File: src/sv/smih_pkg.sv
package smih_pkg;

  localparam int unsigned BinCountDefault = 100;
  localparam int unsigned HistAddrW       = 8;
  localparam int unsigned CntW            = 40;
  localparam int unsigned DivW            = 40;
  localparam int unsigned ScaleW          = 39;
  localparam int unsigned LimitReset      = 5;
  localparam logic [6:0]  PercentScale    = 7'd100;

  typedef enum logic {
    CMD_COMPARE = 1'b0,
    CMD_READ    = 1'b1
  } cmd_e;

  typedef enum logic [0:0] {
    REG_LOW_COUNT_LIMIT = 1'b0
  } reg_idx_e;

  typedef enum logic [2:0] {
    ST_IDLE,
    ST_EVAL,
    ST_DIV,
    ST_RMW_RD,
    ST_RMW_WR,
    ST_RD,
    ST_RD_WAIT,
    ST_DONE
  } state_e;

  typedef enum logic [1:0] {
    DIV_IDLE,
    DIV_SCALE,
    DIV_STEP
  } div_state_e;

  typedef struct packed {
    logic        command;
    logic [63:0] key_a;
    logic [31:0] count_a;
    logic [63:0] key_b;
    logic [31:0] count_b;
    logic [6:0]  bin_index;
  } in_item_t;

  typedef struct packed {
    logic            advance_a;
    logic            advance_b;
    logic            matched;
    logic [6:0]      diff_bin;
    logic [CntW-1:0] bin_total;
    logic [CntW-1:0] bin_low_total;
    logic [CntW-1:0] match_total;
  } out_item_t;

  typedef struct packed {
    logic [HistAddrW-1:0] addr;
    logic                 rd_en;
    logic                 wr_diff_en;
    logic                 wr_low_en;
    logic [CntW-1:0]      wdata_diff;
    logic [CntW-1:0]      wdata_low;
  } hist_req_t;

  typedef struct packed {
    logic [CntW-1:0] diff;
    logic [CntW-1:0] low;
  } hist_rsp_t;

endpackage

File: src/sv/smih_divider.sv
module smih_divider import smih_pkg::*; #(
  parameter int unsigned BIN_COUNT = BinCountDefault,
  parameter int unsigned AW        = $clog2(BIN_COUNT)
) (
  input  logic          clk_i,
  input  logic          rst_ni,
  input  logic          start_i,
  input  logic [31:0]   lo_i,
  input  logic [31:0]   hi_i,
  output logic          done_o,
  output logic [AW-1:0] bin_o
);

  localparam logic [AW-1:0] Top = AW'(BIN_COUNT - 1);
  localparam int unsigned   CW  = $clog2(AW + 1);

  div_state_e       state_q, state_d;
  logic [31:0]      diff_q, lo_q;
  logic [DivW-1:0]  rem_q, sh_q;
  logic [AW-1:0]    quo_q, bin_q;
  logic [CW-1:0]    cnt_q;
  logic             done_q;
  logic             ge;
  logic [AW-1:0]    quo_next;
  logic [ScaleW-1:0] scaled;

  assign ge       = rem_q >= sh_q;
  assign quo_next = AW'({quo_q, ge});
  assign scaled   = ScaleW'(diff_q) * ScaleW'(PercentScale);

  always_comb begin
    state_d = state_q;
    case (state_q)
      DIV_IDLE: begin
        if (start_i && lo_i != 32'd0) begin
          state_d = DIV_SCALE;
        end
      end
      DIV_SCALE: state_d = DIV_STEP;
      DIV_STEP: begin
        if ((cnt_q == CW'(AW) && ge) || cnt_q == '0) begin
          state_d = DIV_IDLE;
        end
      end
      default: state_d = DIV_IDLE;
    endcase
  end

  always_ff @(posedge clk_i or negedge rst_ni) begin
    if (!rst_ni) begin
      state_q <= DIV_IDLE;
      done_q  <= 1'b0;
    end else begin
      state_q <= state_d;
      done_q  <= (state_q == DIV_IDLE && start_i && lo_i == 32'd0) ||
                 (state_q == DIV_STEP && state_d == DIV_IDLE);
    end
  end

  always_ff @(posedge clk_i) begin
    case (state_q)
      DIV_IDLE: begin
        diff_q <= hi_i - lo_i;
        lo_q   <= lo_i;
        if (start_i && lo_i == 32'd0) begin
          bin_q <= Top;
        end
      end
      DIV_SCALE: begin
        rem_q <= DivW'(scaled);
        sh_q  <= DivW'(lo_q) << AW;
        cnt_q <= CW'(AW);
        quo_q <= '0;
      end
      DIV_STEP: begin
        if (cnt_q == CW'(AW) && ge) begin
          bin_q <= Top;
        end else begin
          quo_q <= quo_next;
          rem_q <= ge ? rem_q - sh_q : rem_q;
          sh_q  <= sh_q >> 1;
          cnt_q <= cnt_q - CW'(1);
          if (cnt_q == '0) begin
            bin_q <= (quo_next > Top) ? Top : quo_next;
          end
        end
      end
      default: ;
    endcase
  end

  assign done_o = done_q;
  assign bin_o  = bin_q;

endmodule

File: config.mk
export PLATFORM = sky130hd
export DESIGN_NAME = smih_divider
export DESIGN_NICKNAME = d
export VERILOG_FILES = /design/src/sv/smih_pkg.sv /design/src/sv/smih_divider.sv
export SDC_FILE = /design/constraint.sdc
export NUM_CORES = 1
export LEC_CHECK = 0
export BUFFER_PORTS_ARGS = -buffer_cell sky130_fd_sc_hd__buf_2
export CELL_PAD_IN_SITES_DETAIL_PLACEMENT = 1
export CELL_PAD_IN_SITES_GLOBAL_PLACEMENT = 1
export CORE_UTILIZATION = 49
export CTS_CLUSTER_SIZE = 25
export DETAILED_ROUTE_END_ITERATION = 10
export GPL_TIMING_DRIVEN = 0
export PLACE_DENSITY = 0.91
export SLEW_MARGIN = 20
export SYNTH_ARGS = -nofsm -noshare
export SYNTH_HDL_FRONTEND = slang
export SYNTH_SLANG_ARGS = --single-unit
File: constraint.sdc
create_clock -name clk_i -period 7.3 [get_ports clk_i]
set_clock_uncertainty 0.05 [all_clocks]
set_input_delay 0.73 -clock clk_i [delete_from_list [all_inputs] [get_ports clk_i]]
set_output_delay 0.73 -clock clk_i [all_outputs]
set_load 0.05 [all_outputs]
==> summary.txt, run 1 <==
Yosys
  – YS warnings: 0
  – Count of flip-flops with a built-in enable after synthesis: around 160
  – Area share of the largest cell type after synthesis: 35.8%
  – Netlist area before placement: 13,300 um2
  – Biggest area consumer among synthesized cells: edfxtp_1
  – Cells after synthesis: 1,412
  – Average cell area after synthesis: 9.44 um2
  – Cell variety after synth: 66
  – Number of nets in the synthesized netlist: 1,681
  – Prevailing post-synth register cell: edfxtp_1
  – Biggest area contributors in the synthesized netlist: edfxtp_1, ha_1, inv_1, fa_1, a21o_1
  – Number of storage elements in the synthesis netlist: ~160
  – Share of synthesized flip-flops with an asynchronous set or reset: 1.85%
  – Sequential cell area fraction in the yosys report: between 30% and 40%

Final layout
  – Antenna cell count: 0
  – Filler Cell Count: 3,046
  – Cell Count, Final, Fillers Out: 1,864
  – Final Util: 55.1%
  – Number of nets in the layout: about 1,800
  – Synthesis-to-layout area growth: 10.9%
  – Fraction of layout cells with a size suffix above 1: 8.27%

Worst setup path
  – Worst reg2reg path startpoint: diff_q[2]
  – Critical Setup Path Class: flop to flop
  – Kind of start point of the critical path: flop
  – Origin of the worst setup path: diff_q[2]
  – Most frequent cell on the critical path: o21ai_0
  – Delay of the slowest cell on the worst path: 610 ps
  – Critical path fanouts, max: 5
  – Worst path buffer plus inverter count: 2
  – Critical path data arrival time: 5550 ps
  – Crit path required time: 7430 ps
  – Family of cells with the greatest summed delay on the critical path: compound AO/OA/AOI/OAI gates
  – Slowest-stage cell, CP: a211oi_1
  – Critical path endpoint category: flop
  – Critical path cell sequence: ha_1 -> ha_1 -> inv_1 -> fa_1 -> inv_1 -> ha_1 -> a211oi_1 -> o21ai_0 -> o21ai_0 -> o21ai_1 -> a211oi_1 -> nor3_1 -> o21ai_0 -> o21ai_0 -> xnor2_1 -> mux2i_1

Clock network
  – Post-CTS Repair Setup Buffers: 0
  – CTS H-tree lvls: 4
  – Register clock-pin slew on the reported worst setup and hold paths: 70 ps
  – Clock root buffer: clkbuf_16
  – Clock latency on the worst-skew pair: 470 ps
  – # clock sinks: 162
  – Clock tree from TritonCTS: done
  – Deepest clock path buffer count: 2
  – Num CTS Buffers: 17

GRT
  – Global-route wire length before repair: between 60,000 and 70,000 um
  – Number of global-route vias before repair: 12,570
  – Number of antenna violations at the first check in global routing: 0
  – Global Route Usage Sum: 32.1%
  – Overflow after GRT: 0
  – Pin count of the biggest net entering global routing: 49

Run status
  – Run status: complete, no violations

Detailed routing
  – Aggregate routed wire length: 44,400 um
  – Detailed Route Iter0 Violations: a little under 900
  – Number of optimization iterations in the first detailed-route pass: 5
  – Via/cell ratio: 6.27
  – Number of vias in the routed layout: 11,695
  – Detailed-route DRC error count: 0
  – WL per Instance: roughly 24 um
  – Antenna Nets Post-Route: 0

Placed design
  – IO Port Bufs: 74
  – Routability congestion estimate from global placement: 0.888
  – Placed Instances: 1,831
  – HPWL after DPL: 31,300 um

Timing
  – Slew Limit Headroom: between 20% and 30%
  – Worst hold slack across all endpoints: 424 ps
  – Timing-limited maximum frequency: 0.184 GHz
  – Post-route minimum period: 5420 ps
  – Actual slew at the worst max-slew pin: 1100 ps
  – Final worst path period share: 74.3%
  – Final Hold Fails: 0
  – Max-slew violation total from the final report: 0
  – # setup viols final: 0
  – Setup repair after global routing missed its margin: false

Floorplan
  – DIE WIDTH: between 150 and 200 um
  – Core area: 26,800 um2
  – Area of the die: between 20,000 and 30,000 um2
  – Count of standard-cell rows: 60
  – Count of boundary I/O pins: 75
  – Die height: 167 um
  – Initial core utilization: 49.7%

Min path
  – Launch point of the worst hold path: lo_i[5]
  – Min-Delay Path Class: primary input to flop

Run
  – Number of max-cap violations: 0
-- cell usage in the layout, fill, tap and decap left out, types with 17 or more instances in the layout --
cell	n
fa_1	29
nand2_1	107
a21oi_1	89
nor2_1	71
clkbuf_16	17
xnor2_1	51
clkbuf_1	33
a21o_1	70
nor3_1	17
inv_1	234
o21ai_0	104
edfxtp_1	159
xor2_1	34
nand3_1	22
ha_1	173
buf_2	75
-- worst paths after layout --
check                        endpoint  slack (ps)  cells after the start
setup / recovery            rem_q[38]        1880                     16
hold / removal                lo_q[5]         420                      1
setup reg to reg            rem_q[38]        1880                     16
hold reg to reg              bin_o[6]         500                      1
max in group asynchronous      done_o        6550                      2
min in group asynchronous  state_q[0]         540                      2
-- synthesized netlist by cell type, drive strengths merged (3+ instances only) --
library cell and number:
nand3 22, and3 12, nand4 13, a31oi 16
o21a 10, a21oi 89, fa 29, a211oi 14
or2 4, nor2b 16, nor3 17, and4 4
xnor2 51, a311oi 4, a21o 70, ha 173
o31a 3, nor2 72, o22ai 3, o31ai 8
edfxtp 159, nand2b 11, or3 6, xor2 34
nor4 10, o21bai 12, a211o 4, dfrtp 3
o211ai 6, o21ai 109, clkbuf 32, a41oi 4
a221o 3, inv 234, a21boi 7, nand2 108
a221oi 3, and2 12
-- per-layer routing --
layer | wire length [um] | global-route usage [%] | part of all wire [%]
met2 | 22500 | 57.0 | 51
met4 | 2150 | 17.5 | 4.8
met3 | 2690 | 5.73 | 6.1
met5 | 0 | 0 | 0
met1 | 17100 | 36.6 | 39
-- cell type report --
cell class	count	area [um2]	area share, %
Timing Repair Buffer	79	463	3.13
Inverter	234	878	5.94
Clock buffer	18	429	2.90
Clock inverter	14	104	0.703
Multi-Input combinational cell	982	7500	50.7
Buffer	34	133	0.897
Sequential cell	162	4850	32.8
Tap cell	341	427	2.89
-- logic make-up (layout without fill, tap and decap cells) --
family / after synthesis / count (layout) / synth area share (%)
mux: 2 / 2 / 0.150
flops: 162 / 162 / 36.4
buf+inv: 268 / 379 / 7.58
xor+xnor: 85 / 85 / 5.58
compound gates: 381 / 381 / 18.6
fa+ha+maj: 202 / 202 / 20.6
simple gates: 312 / 312 / 11.1
-- state kept, by name (all words and copies together) (netlist names) --
name / count
done_o: 1
lo_q: 32
cnt_q: 3
sh_q: 39
state_q: 2
quo_q: 6
rem_q: 40
bin_o: 7
diff_q: 32
-- stage by stage --
| stage | cell area [um2] | setup TNS, ps | worst slack (ps) |
|---|---|---|---|
| finish | 14800 | 0 | 1880 |
| global route | 14800 | 0 | 1740 |
| CTS | 14800 | 0 | 2000 |
| global placement | 14100 | -18940 | -476 |
| floorplan | 13300 | 0 | 1760 |
| detailed placement | 14200 | 0 | 2260 |
-- what timing repair did --
action / 4_1_cts / 5_1_grt
gates resized for setup: 0 / 0
hold buffers: 1 / 0
hold endpoints to repair: 3 / 0
Power of run 1 is not shown: default switching activity piles up to over one toggle a cycle in this logic, so the estimate is an artifact.
==> run 2: changes to the inputs <==
Settings changed: ABC_AREA set to 1, CORE_UTILIZATION 49 to 47.
Clock period 7.3 ns to 5.2 ns, I/O delays scaled along.
==> run 2 against run 1 <==
Final cell count grew 33%; highest routed layer unchanged; global-route usage rose by 1.3 points; the run now ends with design-rule violations left; register-to-register slack worse by 570 ps; die area is 15% higher; setup slack got worse by 570 ps; synthesized area grew 11%.
==> summary.txt, run 2 <==
Timing
  – Post-route minimum period: 3890 ps (was 5420 ps)
  – Final worst path period share: 74.9% (was 74.3%)
  – Setup repair after global routing missed its margin: false (unchanged)
  – Max-slew violation total from the final report: 0 (unchanged)
  – Timing-limited maximum frequency: 0.257 GHz (was 0.184 GHz)
  – Slew Limit Headroom: 34.1% (was 26.4%)
  – Final worst setup slack: 1310 ps (was 1880 ps)
  – Actual slew at the worst max-slew pin: 989 ps (was 1100 ps)
  – Aggregate negative setup slack: 0 ps (unchanged)
  – # setup viols final: 0 (unchanged)
  – Final Hold Fails: 0 (unchanged)

Clock network
  – Register clock-pin slew on the reported worst setup and hold paths: 70 ps (about the same)
  – Post_cts resized: 0 (unchanged)
  – Num CTS Buffers: 17 (unchanged)
  – # clock sinks: 162 (unchanged)
  – Deepest clock path buffer count: 2 (unchanged)
  – Clock tree from TritonCTS: done (unchanged)
  – Post-CTS Repair Setup Buffers: 0 (unchanged)
  – Clock root buffer: clkbuf_16 (unchanged)
  – Clock latency on the worst-skew pair: 450 ps (was 470 ps)
  – Hold-fix buffers at CTS: 1 (unchanged)
  – CTS H-tree lvls: 4 (unchanged)

Yosys
  – Most common cell in the netlist: nand2_1 (was inv_1)
  – Cell variety after synth: 44 (was 66)
  – Prevailing post-synth register cell: edfxtp_1 (unchanged)
  – Synth cell count leaders: nand2_1, inv_1, nor2_1, ha_1, edfxtp_1 (was inv_1, ha_1, edfxtp_1, nand2_1, o21ai_0)
  – Biggest area contributors in the synthesized netlist: edfxtp_1, ha_1, nand2_1, inv_1, nor2_1 (was edfxtp_1, ha_1, inv_1, fa_1, a21o_1)
  – Share of synthesized flip-flops with an asynchronous set or reset: 1.85% (unchanged)
  – Cells after synthesis: 1,969 (was 1,412)
  – Area share of the largest cell type after synthesis: 32.3% (was 35.8%)
  – Biggest area consumer among synthesized cells: edfxtp_1 (unchanged)
  – Number of storage elements in the synthesis netlist: 162 (unchanged)
  – Netlist area before placement: 14,800 um2 (was 13,300 um2)
  – Count of flip-flops with a built-in enable after synthesis: 159 (unchanged)
  – Number of nets in the synthesized netlist: 2,238 (was 1,681)
  – Average cell area after synthesis: 7.50 um2 (was 9.44 um2)
  – Sequential cell area fraction in the yosys report: 32.8% (was 36.4%)
  – YS warnings: 0 (unchanged)

Worst setup path
  – Family of cells with the greatest summed delay on the critical path: adder cells (was compound AO/OA/AOI/OAI gates)
  – Count of cells along the worst register-to-register path: 15 (was 16)
  – Critical path fanouts, max: 4 (was 5)
  – Kind of start point of the critical path: flop (unchanged)
  – Slowest-stage cell, CP: fa_1 (was a211oi_1)
  – Number of stages on the worst setup path: 15 (was 16)
  – Critical path data arrival time: 4050 ps (was 5550 ps)
  – Critical Setup Path Class: flop to flop (unchanged)
  – Setup slack of the worst register-to-register path: 1310 ps (was 1880 ps)
  – Critical path cell sequence: ha_1 -> ha_1 -> inv_1 -> fa_1 -> inv_1 -> ha_1 -> inv_1 -> o21ai_0 -> nor2_1 -> o21ai_0 -> a21oi_1 -> nand2_1 -> nand2_1 -> nand3_1 -> nand2_1 (was ha_1 -> ha_1 -> inv_1 -> fa_1 -> inv_1 -> ha_1 -> a211oi_1 -> o21ai_0 -> o21ai_0 -> o21ai_1 -> a211oi_1 -> nor3_1 -> o21ai_0 -> o21ai_0 -> xnor2_1 -> mux2i_1)
  – Crit path required time: 5350 ps (was 7430 ps)
  – Worst reg2reg path startpoint: diff_q[18] (was diff_q[2])
  – Delay of the slowest cell on the worst path: 500 ps (was 610 ps)
  – Worst path buffer plus inverter count: 3 (was 2)
  – Critical path endpoint category: flop (unchanged)
  – Capture point of the worst reg-to-reg path: rem_q[37] (was rem_q[38])

Final layout
  – Commonest non-fill, non-tap cell in the layout: nand2_1 (was inv_1)
  – Leading registers by flop count: rem_q x40, sh_q x39 (unchanged)
  – Synthesis-to-layout area growth: 10.5% (was 10.9%)
  – Fraction of layout cells with a size suffix above 1: 7.46% (was 8.27%)
  – Max reg flops: 40 (unchanged)
  – Most used cells in the layout excluding fill and tap cells: nand2_1, inv_1, nor2_1 (was inv_1, ha_1, edfxtp_1)
  – Antenna cell count: 0 (unchanged)
  – Top register by number of flip-flops: rem_q (unchanged)
  – Cell Count, Final, Fillers Out: 2,475 (was 1,864)
  – Number of nets in the layout: 2,335 (was 1,779)

Placed design
  – Routability congestion estimate from global placement: 1.01 (was 0.888)
  – Pre-CTS WS: 1340 ps (was 2260 ps)
  – HPWL after DPL: 43,100 um (was 31,300 um)
  – Placed Instances: 2,442 (was 1,831)
  – IO Port Bufs: 74 (unchanged)

Floorplan
  – Die height: 179 um (was 167 um)
  – Count of boundary I/O pins: 75 (unchanged)
  – Core area: 30,700 um2 (was 26,800 um2)
  – DIE WIDTH: 179 um (was 167 um)
  – Area of the die: 32,100 um2 (was 27,900 um2)
  – Count of standard-cell rows: 64 (was 60)
  – Initial core utilization: 48.0% (was 49.7%)

Detailed routing
  – Via/cell ratio: 5.61 (was 6.27)
  – Number of vias in the routed layout: 13,877 (was 11,695)
  – Antenna Nets Post-Route: 0 (unchanged)
  – Aggregate routed wire length: 52,200 um (was 44,400 um)
  – Detailed Route Iter0 Violations: 839 (was 891)
  – Number of optimization iterations in the first detailed-route pass: 10 (was 5)
  – Detailed-route DRC error count: 2 (was 0)
  – WL per Instance: 21.1 um (was 23.8 um)

Min path
  – Hold Crit Depth: 1 (unchanged)
  – Min-Delay Path Class: primary input to flop (unchanged)
  – Hold-critical path endpoint: lo_q[25] (was lo_q[5])
  – Launch point of the worst hold path: lo_i[25] (was lo_i[5])

GRT
  – Overflow after GRT: 0 (unchanged)
  – Number of antenna violations at the first check in global routing: 0 (unchanged)
  – Global Route Usage Sum: 33.4% (was 32.1%)
  – Global-route wire length before repair: 79,900 um (was 69,100 um)
  – Pin count of the biggest net entering global routing: 49 (unchanged)
  – Number of global-route vias before repair: 15,005 (was 12,570)

Run
  – Number of max-cap violations: 0 (unchanged)

Run status
  – Violations in the final reports: design-rule violations
  – Run status: complete, but fails checks (was complete, no violations)
==> run 2: changes by cell type after synthesis, moves of 31 or more <==
| cell | previous run | this run |
|---|---|---|
| nor2_1 | 72 | 187 |
| a21oi_1 | 89 | 120 |
| inv_1 | 234 | 406 |
| xnor2_1 | 51 | 14 |
| a21o_1 | 70 | 13 |
| nand3_1 | 22 | 100 |
| nand2_1 | 108 | 456 |
==> run 2: metal layers <==
| metal | routed length [um] | global-route usage (%) | part of all wire [%] | up-vias |
|---|---|---|---|---|
| met5 | 0 | 0 | 0 | - |
| met4 | 2450 | 16.1 | 4.7 | 0 |
| met3 | 2210 | 3.50 | 4.2 | 133 |
| met2 | 26600 | 61.3 | 51 | 419 |
| met1 | 20900 | 38.6 | 40 | 6733 |
| li1 | - | - | - | 6592 |
==> run 2: worst max-delay path by stage <==
| stage | start | endpoint | slack [ps] |
|---|---|---|---|
| floorplan | state_q[0] | diff_q[0] | 1550 |
| global placement | state_q[0] | lo_q[3] | 600 |
| detailed placement | diff_q[18] | rem_q[37] | 1340 |
| CTS | diff_q[18] | rem_q[37] | 1330 |
| global route | diff_q[18] | rem_q[37] | 1100 |
| finish | diff_q[18] | rem_q[37] | 1310 |
==> run 2: layout make-up <==
type                    count  area [um2]
repair buffers             78         455
fillers                  3927       14400
inverters                 407        1530
flip-flops and latches    162        4850
well taps                 396         495
clock buffers              17         425
clock inverters            15         158
plain buffers              17        66.3
multi-input cells        1383        8350
==> run 2: worst reg2reg max path, delay by kind of cell (launching register included) <==
| family | cells | cell delay, ps |
|---|---|---|
| adders and majority gates | 4 | 1510 |
| AOI/OAI and AO/OA | 3 | 940 |
| and+or+nand+nor | 5 | 510 |
| DFF | 1 | 460 |
| buffers and inverters | 3 | 180 |
==> run 2: cell families (layout without fill, tap and decap cells) <==
group,after synthesis,after routing,synth area share [%]
AO/OA/AOI/OAI,308,308,11.6
XOR/XNOR,42,42,2.49
adder cells (fa/ha/maj),202,202,18.6
buffers and inverters,424,534,10.8
flip-flops,162,162,32.8
AND/OR/NAND/NOR,831,831,23.7
==> run 2: stage by stage <==
stage	util, %	cell area [um2]	hold WS (ps)
2_1_floorplan	-	14800	174
3_3_place_gp	50.8	15600	265
3_5_place_dp	51.2	15700	268
4_1_cts	53.1	16300	211
5_1_grt	53.1	16300	222
6_report	53.1	16300	218
Power of run 2 is left out for the same reason.
==> run 3: changes to the inputs <==
Clock period 5.2 ns to 3.6 ns, I/O delays scaled along.
==> run 3 against run 2 <==
The flow finishes with violations (design-rule violations, negative setup slack); first-iteration DRC count increased by 16%; die area is the same; via count rose by 5.5%; maximum frequency rose by 1.0%; final area grew 4.2%; highest routed layer is now met5.
==> summary.txt, run 3 (synthesized netlist as in run 2, its figures left out) <==
Placed design
  – HPWL after DPL: 42,600 um (was 43,100 um)
  – IO Port Bufs: 74 (unchanged)
  – Routability congestion estimate from global placement: 0.983 (was 1.01)
  – Placed Instances: 2,443 (was 2,442)

Timing
  – Final worst setup slack: -254 ps (was 1310 ps)
  – Actual slew at the worst max-slew pin: 944 ps (was 989 ps)
  – # setup viols final: 20 (was 0)
  – Aggregate negative setup slack: -2300 ps (was 0 ps)
  – Setup repair after global routing missed its margin: true (was false)
  – Timing-limited maximum frequency: 0.259 GHz (was 0.257 GHz)
  – Slew Limit Headroom: 36.5% (was 34.1%)
  – Post-route minimum period: 3850 ps (was 3890 ps)
  – Final Hold Fails: 0 (unchanged)
  – Final worst path period share: 107% (was 74.9%)
  – Max-slew violation total from the final report: 0 (unchanged)

Run status
  – Run status: complete, but fails checks (unchanged)
  – Violations in the final reports: design-rule violations, negative setup slack (was design-rule violations)

Detailed routing
  – Detailed Route Iter0 Violations: 977 (was 839)
  – Detailed-route DRC error count: 4 (was 2)
  – WL per Instance: 23.3 um (was 21.1 um)
  – Aggregate routed wire length: 58,100 um (was 52,200 um)
  – Number of optimization iterations in the first detailed-route pass: 9 (was 10)
  – Number of vias in the routed layout: 14,643 (was 13,877)
  – Via/cell ratio: 5.86 (was 5.61)
  – Antenna Nets Post-Route: 0 (unchanged)

Clock network
  – # clock sinks: 162 (unchanged)
  – Num CTS Buffers: 17 (unchanged)
  – Clock tree from TritonCTS: done (unchanged)
  – CTS H-tree lvls: 4 (unchanged)
  – Clock latency on the worst-skew pair: 460 ps (was 450 ps)
  – Deepest clock path buffer count: 2 (unchanged)
  – Clock root buffer: clkbuf_16 (unchanged)
  – Register clock-pin slew on the reported worst setup and hold paths: 80 ps (was 70 ps)

Final layout
  – Fraction of layout cells with a size suffix above 1: 12.3% (was 7.46%)
  – Filler Cell Count: 3,870 (was 3,927)
  – Cell Count, Final, Fillers Out: 2,498 (was 2,475)
  – Most used cells in the layout excluding fill and tap cells: nand2_1, inv_1, nor2_1 (unchanged)
  – Leading registers by flop count: rem_q x40, sh_q x39 (unchanged)
  – Commonest non-fill, non-tap cell in the layout: nand2_1 (unchanged)
  – Max reg flops: 40 (unchanged)
  – Number of nets in the layout: 2,357 (was 2,335)
  – Synthesis-to-layout area growth: 15.2% (was 10.5%)
  – Top register by number of flip-flops: rem_q (unchanged)

Floorplan
  – Area of the die: 32,100 um2 (unchanged)
  – Count of standard-cell rows: 64 (unchanged)
  – Core area: 30,700 um2 (unchanged)
  – Initial core utilization: 48.0% (unchanged)
  – Count of boundary I/O pins: 75 (unchanged)
  – Die height: 179 um (unchanged)
  – DIE WIDTH: 179 um (unchanged)

GRT
  – Number of antenna violations at the first check in global routing: 4 (was 0)
  – Global-route wire length before repair: 81,700 um (was 79,900 um)
  – Global Route Usage Sum: 34.2% (was 33.4%)
  – Overflow after GRT: 0 (unchanged)
  – Number of global-route vias before repair: 15,069 (was 15,005)
  – Pin count of the biggest net entering global routing: 49 (unchanged)

Worst setup path
  – Critical path fanouts, max: 6 (was 4)
  – Crit path required time: 3760 ps (was 5350 ps)
  – Critical path data arrival time: 4010 ps (was 4050 ps)
  – Critical path endpoint category: flop (unchanged)
  – Critical Setup Path Class: flop to flop (unchanged)
  – Kind of start point of the critical path: flop (unchanged)

Min path
  – Min-Delay Path Class: primary input to flop (unchanged)

Run
  – Number of max-cap violations: 0 (unchanged)
## run 3: through the flow
stage               hold WS, ps  worst slack, ps  utilization [%]  area (um2)
floorplan                  14.4              302                -       14800
CTS                        45.9             8.30             53.8       16500
global placement            105             -744             50.9       15600
detailed placement          108             -220             51.2       15800
finish                     54.6             -254             55.3       17000
global route               64.5             -286             55.3       17000
## run 3: cell type report
cell class	count	area [um2]	area share, %
clock buffers	18	429	2.52
diodes	1	2.50	0.0147
plain buffers	17	66.3	0.390
flip-flops and latches	162	4850	28.5
clock inverters	14	194	1.14
multi-input cells	1383	8810	51.8
well taps	396	495	2.91
repair buffers	100	641	3.76
inverters	407	1530	8.98
## run 3: routing by layer
metal	track usage (%)	routed length, um	up-vias
li1	-	-	6633
met1	39.4	22100	7076
met2	60.7	28600	677
met3	3.99	3530	253
met4	19.9	3840	4
met5	0	27	-
## run 3: final timing paths
path,from,end,slack [ps],cells past startpoint
setup / recovery,diff_q[4],rem_q[25],-250,16
hold / removal,lo_i[28],lo_q[28],50,1
min in group asynchronous,rst_ni,state_q[0],180,2
setup reg to reg,diff_q[4],rem_q[25],-250,16
max in group asynchronous,rst_ni,done_o,3220,2
hold reg to reg,quo_q[0],bin_o[1],480,2
## run 3: repair_timing
item                                   in CTS  in global routing
resized for setup                          32                 80
pin swaps                                   5                 12
endpoints found under the hold margin       3                  0
hold buffers                                1                  0
setup endpoints to repair                  17                 21
buffers inserted                            1                 20
## run 3: worst max-delay path, stage by stage, from the launching register on
cell      delay [ps]
edfxtp_1         460
ha_1             340
ha_1             300
inv_1             80
fa_1             570
inv_1             70
ha_2             350
a21oi_2          220
inv_1            120
nand2_1          150
nand3_2          160
nand2_2          130
nand3_4          150
nand2_1          140
nand3_1           90
nand3_1          130
nand2_1           80
Power of run 3 is left out for the same reason.
